### src/rtl/core/bfgim_pkg.sv
package bfgim_pkg;

	localparam int MAX_CELLS_PER_SIDE = 1023;
	localparam int CELLS_RESET        = 16;
	localparam int QUO_W              = 11;   // quotient bits of (k - 4n) / (n - 1)

	typedef struct packed {
		logic [9:0]  n;
		logic [9:0]  d;       // n - 1
		logic [10:0] n2;
		logic [11:0] n3;
		logic [11:0] n4;
		logic [20:0] nodes;   // (n + 1)^2
	} geom_t;

	typedef struct packed {
		logic              kind;
		logic              illegal;
		logic              interior;
		logic [9:0]        col;
		logic [9:0]        row;
		logic [19:0]       rem;
		logic [QUO_W-1:0]  quo;
	} item_t;

	typedef struct packed {
		logic        kind;
		logic        illegal;
		logic [9:0]  col;
		logic [9:0]  row;
		logic [3:0]  vmask;   // left, right, below, above
	} coord_t;

	function automatic geom_t geom_of(input logic [9:0] v);
		geom_t       g;
		logic [10:0] n1;
		logic [9:0]  n;
		n = v;
		if (v < 10'd2)
			n = 10'd2;
		if (32'(v) > MAX_CELLS_PER_SIDE)
			n = 10'(MAX_CELLS_PER_SIDE);
		n1 = 11'(n) + 11'd1;
		g.n     = n;
		g.d     = n - 10'd1;
		g.n2    = 11'(n) << 1;
		g.n3    = 12'(n) + (12'(n) << 1);
		g.n4    = 12'(n) << 2;
		g.nodes = 21'(n1) * 21'(n1);
		return g;
	endfunction

	// Running index of node (c, r); p = (n - 1) * (r - 1) for interior rows.
	function automatic logic [19:0] cti(input geom_t g, input logic [10:0] c,
		input logic [10:0] r, input logic [19:0] p);
		logic [21:0] t;
		if (r == 11'd0)
			t = 22'(c);
		else if (c == 11'(g.n))
			t = 22'(g.n) + 22'(r);
		else if (r == 11'(g.n))
			t = 22'(g.n3) - 22'(c);
		else if (c == 11'd0)
			t = 22'(g.n4) - 22'(r);
		else
			t = 22'(g.n4) + 22'(p) + 22'(c) - 22'd1;
		return t[19:0];
	endfunction

endpackage

### src/rtl/core/bfgim_front.sv
module bfgim_front (
	input  logic                 clk,
	input  logic                 arst_n,
	input  logic                 adv,
	input  bfgim_pkg::geom_t     geom,
	input  logic                 in_vld,
	input  logic                 kind,
	input  logic [19:0]          k,
	input  logic [9:0]           cin,
	input  logic [9:0]           rin,
	output logic                 vld_s1,
	output bfgim_pkg::item_t     item_s1
);

	bfgim_pkg::item_t nxt;
	logic [11:0] t12;

	always_comb begin
		nxt = '0;
		t12 = '0;
		nxt.kind = kind;
		if (kind) begin
			nxt.col = cin;
			nxt.row = rin;
			nxt.illegal = (cin > geom.n) || (rin > geom.n);
		end else if (k < 20'(geom.n)) begin
			nxt.col = k[9:0];
		end else if (k < 20'(geom.n2)) begin
			nxt.col = geom.n;
			nxt.row = 10'(k - 20'(geom.n));
		end else if (k < 20'(geom.n3)) begin
			t12 = geom.n3 - k[11:0];
			nxt.col = t12[9:0];
			nxt.row = geom.n;
		end else if (k < 20'(geom.n4)) begin
			t12 = geom.n4 - k[11:0];
			nxt.row = t12[9:0];
		end else if (21'(k) < geom.nodes) begin
			nxt.interior = 1'b1;
			nxt.rem = k - 20'(geom.n4);
		end else begin
			nxt.illegal = 1'b1;
		end
	end

	always_ff @(posedge clk or negedge arst_n) begin
		if (!arst_n) begin
			vld_s1 <= 1'b0;
		end else if (adv) begin
			vld_s1 <= in_vld;
		end
	end

	always_ff @(posedge clk) begin
		if (adv) begin
			item_s1 <= nxt;
		end
	end

endmodule

### src/rtl/core/bfgim_divider.sv
module bfgim_divider (
	input  logic                 clk,
	input  logic                 arst_n,
	input  logic                 adv,
	input  logic [9:0]           d,
	input  logic                 in_vld,
	input  bfgim_pkg::item_t     in_item,
	output logic                 out_vld,
	output bfgim_pkg::item_t     out_item
);

	// One quotient bit per stage, most significant first.
	logic             vld_s [bfgim_pkg::QUO_W+1];
	bfgim_pkg::item_t div_s [bfgim_pkg::QUO_W+1];

	assign vld_s[0] = in_vld;
	assign div_s[0] = in_item;

	for (genvar s = 0; s < bfgim_pkg::QUO_W; s++) begin : g_stage
		localparam int B = bfgim_pkg::QUO_W - 1 - s;
		bfgim_pkg::item_t nxt;
		logic [20:0]      sub;

		always_comb begin
			nxt = div_s[s];
			sub = 21'(d) << B;
			if (div_s[s].interior && (21'(div_s[s].rem) >= sub)) begin
				nxt.rem = 20'(21'(div_s[s].rem) - sub);
				nxt.quo[B] = 1'b1;
			end
		end

		always_ff @(posedge clk or negedge arst_n) begin
			if (!arst_n) begin
				vld_s[s+1] <= 1'b0;
			end else if (adv) begin
				vld_s[s+1] <= vld_s[s];
			end
		end

		always_ff @(posedge clk) begin
			if (adv) begin
				div_s[s+1] <= nxt;
			end
		end
	end

	assign out_vld  = vld_s[bfgim_pkg::QUO_W];
	assign out_item = div_s[bfgim_pkg::QUO_W];

endmodule

### src/rtl/core/bfgim_back.sv
module bfgim_back (
	input  logic                 clk,
	input  logic                 arst_n,
	input  logic                 adv,
	input  bfgim_pkg::geom_t     geom,
	input  logic                 in_vld,
	input  bfgim_pkg::item_t     in_item,
	output logic                 vld_c,
	output logic [9:0]           column_out,
	output logic [9:0]           row_out,
	output logic [19:0]          index_out,
	output logic [19:0]          left_index,
	output logic [19:0]          right_index,
	output logic [19:0]          below_index,
	output logic [19:0]          above_index,
	output logic [3:0]           neighbour_valid,
	output logic                 illegal
);

	bfgim_pkg::coord_t ca, co_a, co_b;
	logic              vld_a, vld_b;
	logic [19:0]       p_b;
	logic              ok;

	// stage A: final coordinates and on-grid mask
	always_comb begin
		ca.kind    = in_item.kind;
		ca.illegal = in_item.illegal;
		ca.col     = in_item.interior ? in_item.rem[9:0] + 10'd1 : in_item.col;
		ca.row     = in_item.interior ? in_item.quo[9:0] + 10'd1 : in_item.row;
		ok         = !in_item.kind && !in_item.illegal;
		ca.vmask   = {ok && (ca.row < geom.n), ok && (ca.row != 10'd0),
		              ok && (ca.col < geom.n), ok && (ca.col != 10'd0)};
	end

	always_ff @(posedge clk or negedge arst_n) begin
		if (!arst_n) begin
			vld_a <= 1'b0;
			vld_b <= 1'b0;
			vld_c <= 1'b0;
		end else if (adv) begin
			vld_a <= in_vld;
			vld_b <= vld_a;
			vld_c <= vld_b;
		end
	end

	logic [10:0] c11, r11;
	logic        sel0, sel1;
	assign c11  = 11'(co_b.col);
	assign r11  = 11'(co_b.row);
	assign sel0 = !co_b.kind && !co_b.illegal;
	assign sel1 = co_b.kind && !co_b.illegal;

	always_ff @(posedge clk) begin
		if (adv) begin
			co_a <= ca;
			// stage B: row base product; on row 0 this is -d so the row 1 base is 0
			co_b <= co_a;
			p_b  <= 20'(geom.d) * (20'(co_a.row) - 20'd1);
			// stage C: indices
			column_out      <= sel0 ? co_b.col : '0;
			row_out         <= sel0 ? co_b.row : '0;
			index_out       <= sel1 ? bfgim_pkg::cti(geom, c11, r11, p_b) : '0;
			left_index      <= co_b.vmask[0] ?
				bfgim_pkg::cti(geom, c11 - 11'd1, r11, p_b) : '0;
			right_index     <= co_b.vmask[1] ?
				bfgim_pkg::cti(geom, c11 + 11'd1, r11, p_b) : '0;
			below_index     <= co_b.vmask[2] ?
				bfgim_pkg::cti(geom, c11, r11 - 11'd1, p_b - 20'(geom.d)) : '0;
			above_index     <= co_b.vmask[3] ?
				bfgim_pkg::cti(geom, c11, r11 + 11'd1, p_b + 20'(geom.d)) : '0;
			neighbour_valid <= co_b.vmask;
			illegal         <= co_b.illegal;
		end
	end

endmodule

### src/rtl/core/boundary_first_grid_index_mapper.sv
// Boundary-first node index mapper for an N x N cell grid ((N+1)^2 nodes).
// Boundary nodes are numbered first, counter-clockwise from the bottom-left
// corner, then interior nodes row by row. kind 0 (s_tuser) maps a running
// index to column/row plus the four neighbour indices with valid bits; kind 1
// maps column/row to a running index. Off-grid input sets the illegal flag
// (m_tuser) and zeroes the other fields. Throughput is one transfer per
// cycle while the output is not stalled. The pipeline has one classify
// stage, eleven restoring-divider stages (one quotient bit each, dividing
// by N-1), and three stages for coordinates, the row-base multiply and the
// index assembly. A stall on the output freezes the whole pipeline.
// cells_per_side is written on the cfg channel (always ready); values below
// 2 act as 2. Write it only while the pipeline is empty.
module boundary_first_grid_index_mapper (
	input  logic         clk,
	input  logic         arst_n,
	input  logic         cfg_valid,
	output logic         cfg_ready,
	input  logic [9:0]   cfg_data,     // cells_per_side
	input  logic         s_tvalid,
	output logic         s_tready,
	input  logic [39:0]  s_tdata,      // running_index[19:0], column_in[29:20], row_in[39:30]
	input  logic         s_tuser,      // kind
	output logic         m_tvalid,
	input  logic         m_tready,
	output logic [127:0] m_tdata,      // column_out[9:0], row_out[19:10], index_out[39:20],
	                                   // left[59:40], right[79:60], below[99:80],
	                                   // above[119:100], neighbour_valid[123:120], zero pad
	output logic         m_tuser       // illegal
);

	bfgim_pkg::geom_t geom_q;
	logic             adv;
	logic             vld_s1, vld_d;
	bfgim_pkg::item_t item_s1, item_d;

	logic [9:0]  column_out, row_out;
	logic [19:0] index_out, left_index, right_index, below_index, above_index;
	logic [3:0]  neighbour_valid;

	assign cfg_ready = 1'b1;

	// derived geometry recomputed at write time so the next item sees it
	always_ff @(posedge clk or negedge arst_n) begin
		if (!arst_n) begin
			geom_q <= bfgim_pkg::geom_of(10'(bfgim_pkg::CELLS_RESET));
		end else if (cfg_valid) begin
			geom_q <= bfgim_pkg::geom_of(cfg_data);
		end
	end

	// global advance: output register empty or being drained
	assign adv      = !m_tvalid || m_tready;
	assign s_tready = adv;

	bfgim_front u_front (
		.clk     (clk),
		.arst_n  (arst_n),
		.adv     (adv),
		.geom    (geom_q),
		.in_vld  (s_tvalid),
		.kind    (s_tuser),
		.k       (s_tdata[19:0]),
		.cin     (s_tdata[29:20]),
		.rin     (s_tdata[39:30]),
		.vld_s1  (vld_s1),
		.item_s1 (item_s1)
	);

	bfgim_divider u_div (
		.clk      (clk),
		.arst_n   (arst_n),
		.adv      (adv),
		.d        (geom_q.d),
		.in_vld   (vld_s1),
		.in_item  (item_s1),
		.out_vld  (vld_d),
		.out_item (item_d)
	);

	bfgim_back u_back (
		.clk             (clk),
		.arst_n          (arst_n),
		.adv             (adv),
		.geom            (geom_q),
		.in_vld          (vld_d),
		.in_item         (item_d),
		.vld_c           (m_tvalid),
		.column_out      (column_out),
		.row_out         (row_out),
		.index_out       (index_out),
		.left_index      (left_index),
		.right_index     (right_index),
		.below_index     (below_index),
		.above_index     (above_index),
		.neighbour_valid (neighbour_valid),
		.illegal         (m_tuser)
	);

	assign m_tdata = {4'd0, neighbour_valid, above_index, below_index, right_index,
	                  left_index, index_out, row_out, column_out};

	a_geom_min: assert property (@(posedge clk) disable iff (!arst_n)
		geom_q.n >= 10'd2) else $error("effective cells_per_side below 2");

	a_illegal_no_nbr: assert property (@(posedge clk) disable iff (!arst_n)
		m_tvalid && m_tuser |-> neighbour_valid == 4'd0)
		else $error("neighbour valid on illegal transfer");

	a_left_col: assert property (@(posedge clk) disable iff (!arst_n)
		m_tvalid && neighbour_valid[0] |-> column_out != 10'd0)
		else $error("left neighbour valid at column 0");

	a_below_row: assert property (@(posedge clk) disable iff (!arst_n)
		m_tvalid && neighbour_valid[2] |-> row_out != 10'd0)
		else $error("below neighbour valid at row 0");

endmodule

### config.mk
export PLATFORM = sky130hd
export DESIGN_NAME = boundary_first_grid_index_mapper
export DESIGN_NICKNAME = d
export VERILOG_FILES = /design/src/rtl/core/bfgim_pkg.sv /design/src/rtl/core/bfgim_front.sv /design/src/rtl/core/bfgim_divider.sv /design/src/rtl/core/bfgim_back.sv /design/src/rtl/core/boundary_first_grid_index_mapper.sv
export SDC_FILE = /design/constraint.sdc
export NUM_CORES = 2
export LEC_CHECK = 0
export ABC_AREA = 1
export BUFFER_PORTS_ARGS = -buffer_cell sky130_fd_sc_hd__buf_4
export CAP_MARGIN = 20
export CORE_AREA = 5 5 417 255
export DETAILED_ROUTE_END_ITERATION = 8
export DIE_AREA = 0 0 422 260
export PLACE_DENSITY = 0.87
export REMOVE_ABC_BUFFERS = 1
export SLEW_MARGIN = 20
export SYNTH_ARGS = -nofsm -noshare
export SYNTH_HDL_FRONTEND = slang
export SYNTH_SLANG_ARGS = --single-unit
export TNS_END_PERCENT = 5
### constraint.sdc
create_clock -name clk -period 102.2 [get_ports clk]
set_input_delay 20.44 -clock clk [delete_from_list [all_inputs] [get_ports clk]]
set_output_delay 20.44 -clock clk [all_outputs]
set_load 0.02 [all_outputs]
Yosys cells after proc, flatten, opt, wreduce, memory -nomap -nowiden
Index checks and enable logic that the tools add are counted.

Register bits after elaboration: 826. Word-level logic and storage cells: 312. Output and inout bits: 132.

Equal/unequal tests: 6. Order comparisons: 21. Multiplexer cells: 53. Bitwise operators: 6. Multiply operators: 2. Add/sub/neg operators: 49. Reductions and logical operators: 40.

Operators with widths (number): two-way mux 20 bit (30); two-way mux 10 bit (12); subtractor 20 x 1 -> 20 bit (second input constant) (5); adder 20 x 10 -> 20 bit (4); zero test 11 bit (6); adder 12 x 20 -> 20 bit (3); subtractor 12 x 11 -> 13 bit (4); equality test 11 x 10 -> 1 bit (4); adder 20 x 11 -> 20 bit (2); < comparator 20 x 12 -> 1 bit (2); subtractor 10 bit (4); subtractor 20 x 12 -> 20 bit (2); adder 10 x 11 -> 12 bit (3); adder 10 x 1 -> 11 bit (second input constant) (3); subtractor 10 x 1 -> 11 bit (second input constant) (3); two-way mux 30 bit (1); subtractor 12 x 10 -> 13 bit (2); two-way mux 11 bit (2); < comparator 20 x 21 -> 1 bit (1); multiplier 11 x 11 -> 21 bit (1); two-way mux 21 bit (1); adder 10 x 1 -> 10 bit (second input constant) (2); equality test 10 bit (2); greater-or-equal comparator 20 x 10 -> 1 bit (1); other kinds (38) (77).

Depth between registers and ports, before layout
Depth in word-level cells: 8. Gate-level depth with buffers: 39. Gate-level depth less buffers: 39.

Cells and area by module
A second synthesis with hierarchy kept.

Cell total of the unflattened synthesis: 8059. Area total of the unflattened synthesis: 68129.1 sq um.

Modules (own cells, without submodules): bfgim_divider (area an instance 28751.3 sq um, times used 1, sequential area each 18112.4 sq um, cells each 2678); bfgim_back (area an instance 27089.7 sq um, times used 1, sequential area each 5990.7 sq um, cells each 3691); bfgim_front (area an instance 6152.2 sq um, times used 1, sequential area each 1316.3 sq um, cells each 917); boundary_first_grid_index_mapper (area an instance 6135.9 sq um, times used 1, sequential area each 1262.5 sq um, cells each 773).

Least setup slack after synthesis
OpenSTA, ideal clock, no wires.

Path type: input -> output. Start: input m_tready. End: output s_tready. Stages on the path: 3. Setup slack: 40.458 ns. Data required time: 81.760 ns. Buffers on the path: 1. Arrival: 41.302 ns. Path through: inv_1 -> nand2_1 -> clkbuf_1.

Cells in the longest elaborated chain, start to end: 1.

Ends and longest elaborated chain: start, declared (line boundary_first_grid_index_mapper.sv:24) `input logic m_tready,`; logical OR 1 bit (line boundary_first_grid_index_mapper.sv:52) `assign adv = !m_tvalid || m_tready;`; end, declared (line boundary_first_grid_index_mapper.sv:20) `output logic s_tready,`.

No other way between the ends.

Worst setup path in the final report
Same ends and word-level chain as after synthesis.

==> summary.txt <==
Outcome
  • Outcome: completed

STA
  • Fin crit share: about two fifths
  • Fmax: about 24 MHz
  • Final Skew: around 0.057 ns
  • Max_slew headroom: 28.1%
  • Total negative setup slack: 0 ns
  • Setup Viol. Count Final: 0
  • Count of final hold-check violations: 0
  • RSZ-0062 raised after global routing: no
  • Fin crit period: around 42 ns
  • Worst-Margin Slew: 1.07 ns
  • Final Max Tran Viols: 0

Die
  • Core region area: 0.102 mm^2
  • Row count: between 90 and 100
  • Ports: roughly 190
  • Die height: about 260 um
  • DIE AREA: around 0.11 mm^2
  • Initial Utilization: between 50% and 60%
  • Die X: 422 um

Yosys
  • Syn. warnings: 0
  • Mean Syn Cell Area: a little under 9 um^2
  • Cells after Synth: 6847
  • Number of flops mapped to enable cells by yosys: 758
  • Yosys reg bits: 823
  • Async set or reset register ratio after synthesis: around 7.9%
  • Post-synthesis sequential area ratio: about two fifths
  • Ys flop type: edfxtp_1
  • Yosys cell types: 69
  • Post-synthesis cell area: approximately 0.061 mm^2

Global route
  • Initial antenna violation count: 6
  • GRT Residual Overflow: 0
  • Pin count of the biggest net entering global routing: 190
  • Global router's overall resource usage: a little under two fifths
  • First-pass GRT wire length: 305 mm
  • Vias in the first global route: approximately 49000

Route
  • Iter 0 DRT Violations: approximately 7300
  • Number of detailed-route iterations in the first pass: 8
  • Total wire length: ~210 mm
  • DR WL/cell: around 24 um
  • Vias per inst: slightly above 6
  • ANT nets after route: 0
  • DRC viols: 0
  • Vias post-DR: 51900

Final layout
  • Layout cells sized above 1: under 10%
  • Commonest non-fill, non-tap cell in the layout: nand2_1
  • Most frequent cells in the layout: nand2_1 (1416), inv_1 (893), edfxtp_1 (758), nor2_1 (578), ha_1 (573)
  • Area grow syn2layout: 9.26%
  • Nets: a little under 8000

Hold path
  • Min-delay src: u_div.div_s[360]$_DFFE_PP_
  • Hold path depth: 0
  • HP Class: flop to flop
  • Hold Crit Endpoint: u_div.div_s[306]$_DFFE_PP_

CTS
  • CTS buffer count: between 70 and 80
  • Resized cells post-CTS: 0
  • # hold bufs at CTS: 0
  • Clock Root Buffer: clkbuf_16
  • Clk Latency, worst-skew pair: between 0.7 and 0.8 ns
  • # clock sinks: slightly above 800
  • CTS tree: yes
  • H-tree levels: 3
  • Clock Tree Buf Depth: 3
  • Setup Fix Bufs, Post-CTS: 0
  • Clk slew on worst S/H paths: approximately 0.070 ns

Placed design
  • IO buf count: approximately 180
  • Global placement routability congestion: around 1.1
  • Detail Placement HPWL: approximately 160 mm

Worst setup path
  • Worst EP required: approximately 82 ns
  • WP data arrival: between 20 and 25 ns
  • Reg2Reg Depth: 21
  • Worst R2R End: u_back.p_b[19]$_DFFE_PP_
  • Worst r2r src: u_back.co_a[4]$_DFFE_PP_
  • CP Capture Type: primary output
  • CP Class: input port to primary output
  • Worst Path Max Fanout: 45
  • CP Launch Type: input port
  • R2R setup slack: 94.65 ns

Run
  • Max-Cap Viols: 0
## per-layer routing
| metal | part of all wire [%] | track usage, % | vias up |
|---|---|---|---|
| li1 | - | - | 23500 |
| met1 | 42 | 53.9 | 24500 |
| met2 | 40 | 52.0 | 3325 |
| met3 | 14 | 12.4 | 551 |
| met4 | 3.9 | 12.5 | 10 |
| met5 | 0.066 | 0.570 | - |
## registers in the layout (all words and copies together), names as in the netlist, 26 cells and up
| register | cells |
|---|---|
| u_div.div_s | 475 |
| geom_q | 50 |
| u_div.out_item | 43 |
| u_front.item_s1 | 43 |
| u_back.co_a | 26 |
## metrics by stage
step | area, um^2 | util [%] | instances | hold slack [ns] | worst slack [ns]
after global placement | 63700 | 62.5 | 8305 | 0.400 | 60.46
final | 66400 | 65.2 | 8457 | 0.413 | 60.42
after detailed placement | 63800 | 62.6 | 8306 | 0.405 | 60.46
after CTS | 66400 | 65.1 | 8453 | 0.417 | 60.46
after global routing | 66400 | 65.2 | 8454 | 0.417 | 60.40
after floorplan | 60200 | - | 6713 | 0.400 | 44.85
## how the worst max path moves through the flow
| stage | cells past startpoint | from | to | slack (ns) |
|---|---|---|---|---|
| detailed placement | 4 | m_tready | s_tready | 60.46 |
| global placement | 4 | m_tready | s_tready | 60.46 |
| global route | 4 | m_tready | s_tready | 60.40 |
| finish | 4 | m_tready | s_tready | 60.42 |
| CTS | 4 | m_tready | s_tready | 60.46 |
| floorplan | 2 | m_tready | s_tready | 44.85 |
## area by class of cell
class	count	area (um^2)
diodes	3	7.51
clock buffers	100	2080
clock inverters	47	536
fillers	8201	35500
inverters	916	3450
multi-input cells	4974	32300
flip-flops and latches	823	24400
well taps	1348	1690
repair buffers	246	1900
## Yosys cell counts, types with 9 or more instances
library cell | count | area share, %
o211ai_1 | 49 | 0.61
dfrtp_1 | 56 | 2.3
buf_4 | 9 | 0.11
o21ai_0 | 456 | 3.8
fa_1 | 225 | 7.4
a211oi_1 | 14 | 0.17
nand3_1 | 312 | 2.6
inv_2 | 13 | 0.080
o22ai_1 | 11 | 0.11
xor2_1 | 199 | 2.9
a21o_1 | 41 | 0.51
a21oi_1 | 529 | 4.4
nand4_1 | 80 | 0.82
ha_1 | 573 | 12
or2_2 | 34 | 0.35
a31oi_1 | 42 | 0.43
inv_1 | 894 | 5.5
nor2_1 | 579 | 3.6
buf_2 | 23 | 0.19
edfxtp_1 | 758 | 37
nor4_1 | 29 | 0.30
dfstp_2 | 9 | 0.39
nand3b_1 | 17 | 0.21
o21bai_1 | 28 | 0.35
o21ai_1 | 16 | 0.13
nand2_2 | 9 | 0.093
nand2_1 | 1417 | 8.8
o31ai_1 | 20 | 0.25
xnor2_1 | 124 | 1.8
o2111ai_1 | 11 | 0.16
nor3_1 | 74 | 0.61
clkbuf_1 | 98 | 0.61
## critical path: stages
cell,delay [ns]
buf_4,0.08
inv_1,0.05
nand2_4,0.46
buf_4,0.26
## logic make-up after synthesis
family,after synthesis,synth area share [%]
flops,823,40.1
compound gates,1252,11.3
mux,1,0.0185
xor+xnor,326,4.73
fa+ha+maj,798,19.2
other cells,2,0.0124
buf+inv,1055,6.70
simple gates,2590,17.9
Power is left out: the tool's default activity adds up to more than one toggle a clock period on the data nets, which glitch-free logic cannot reach.
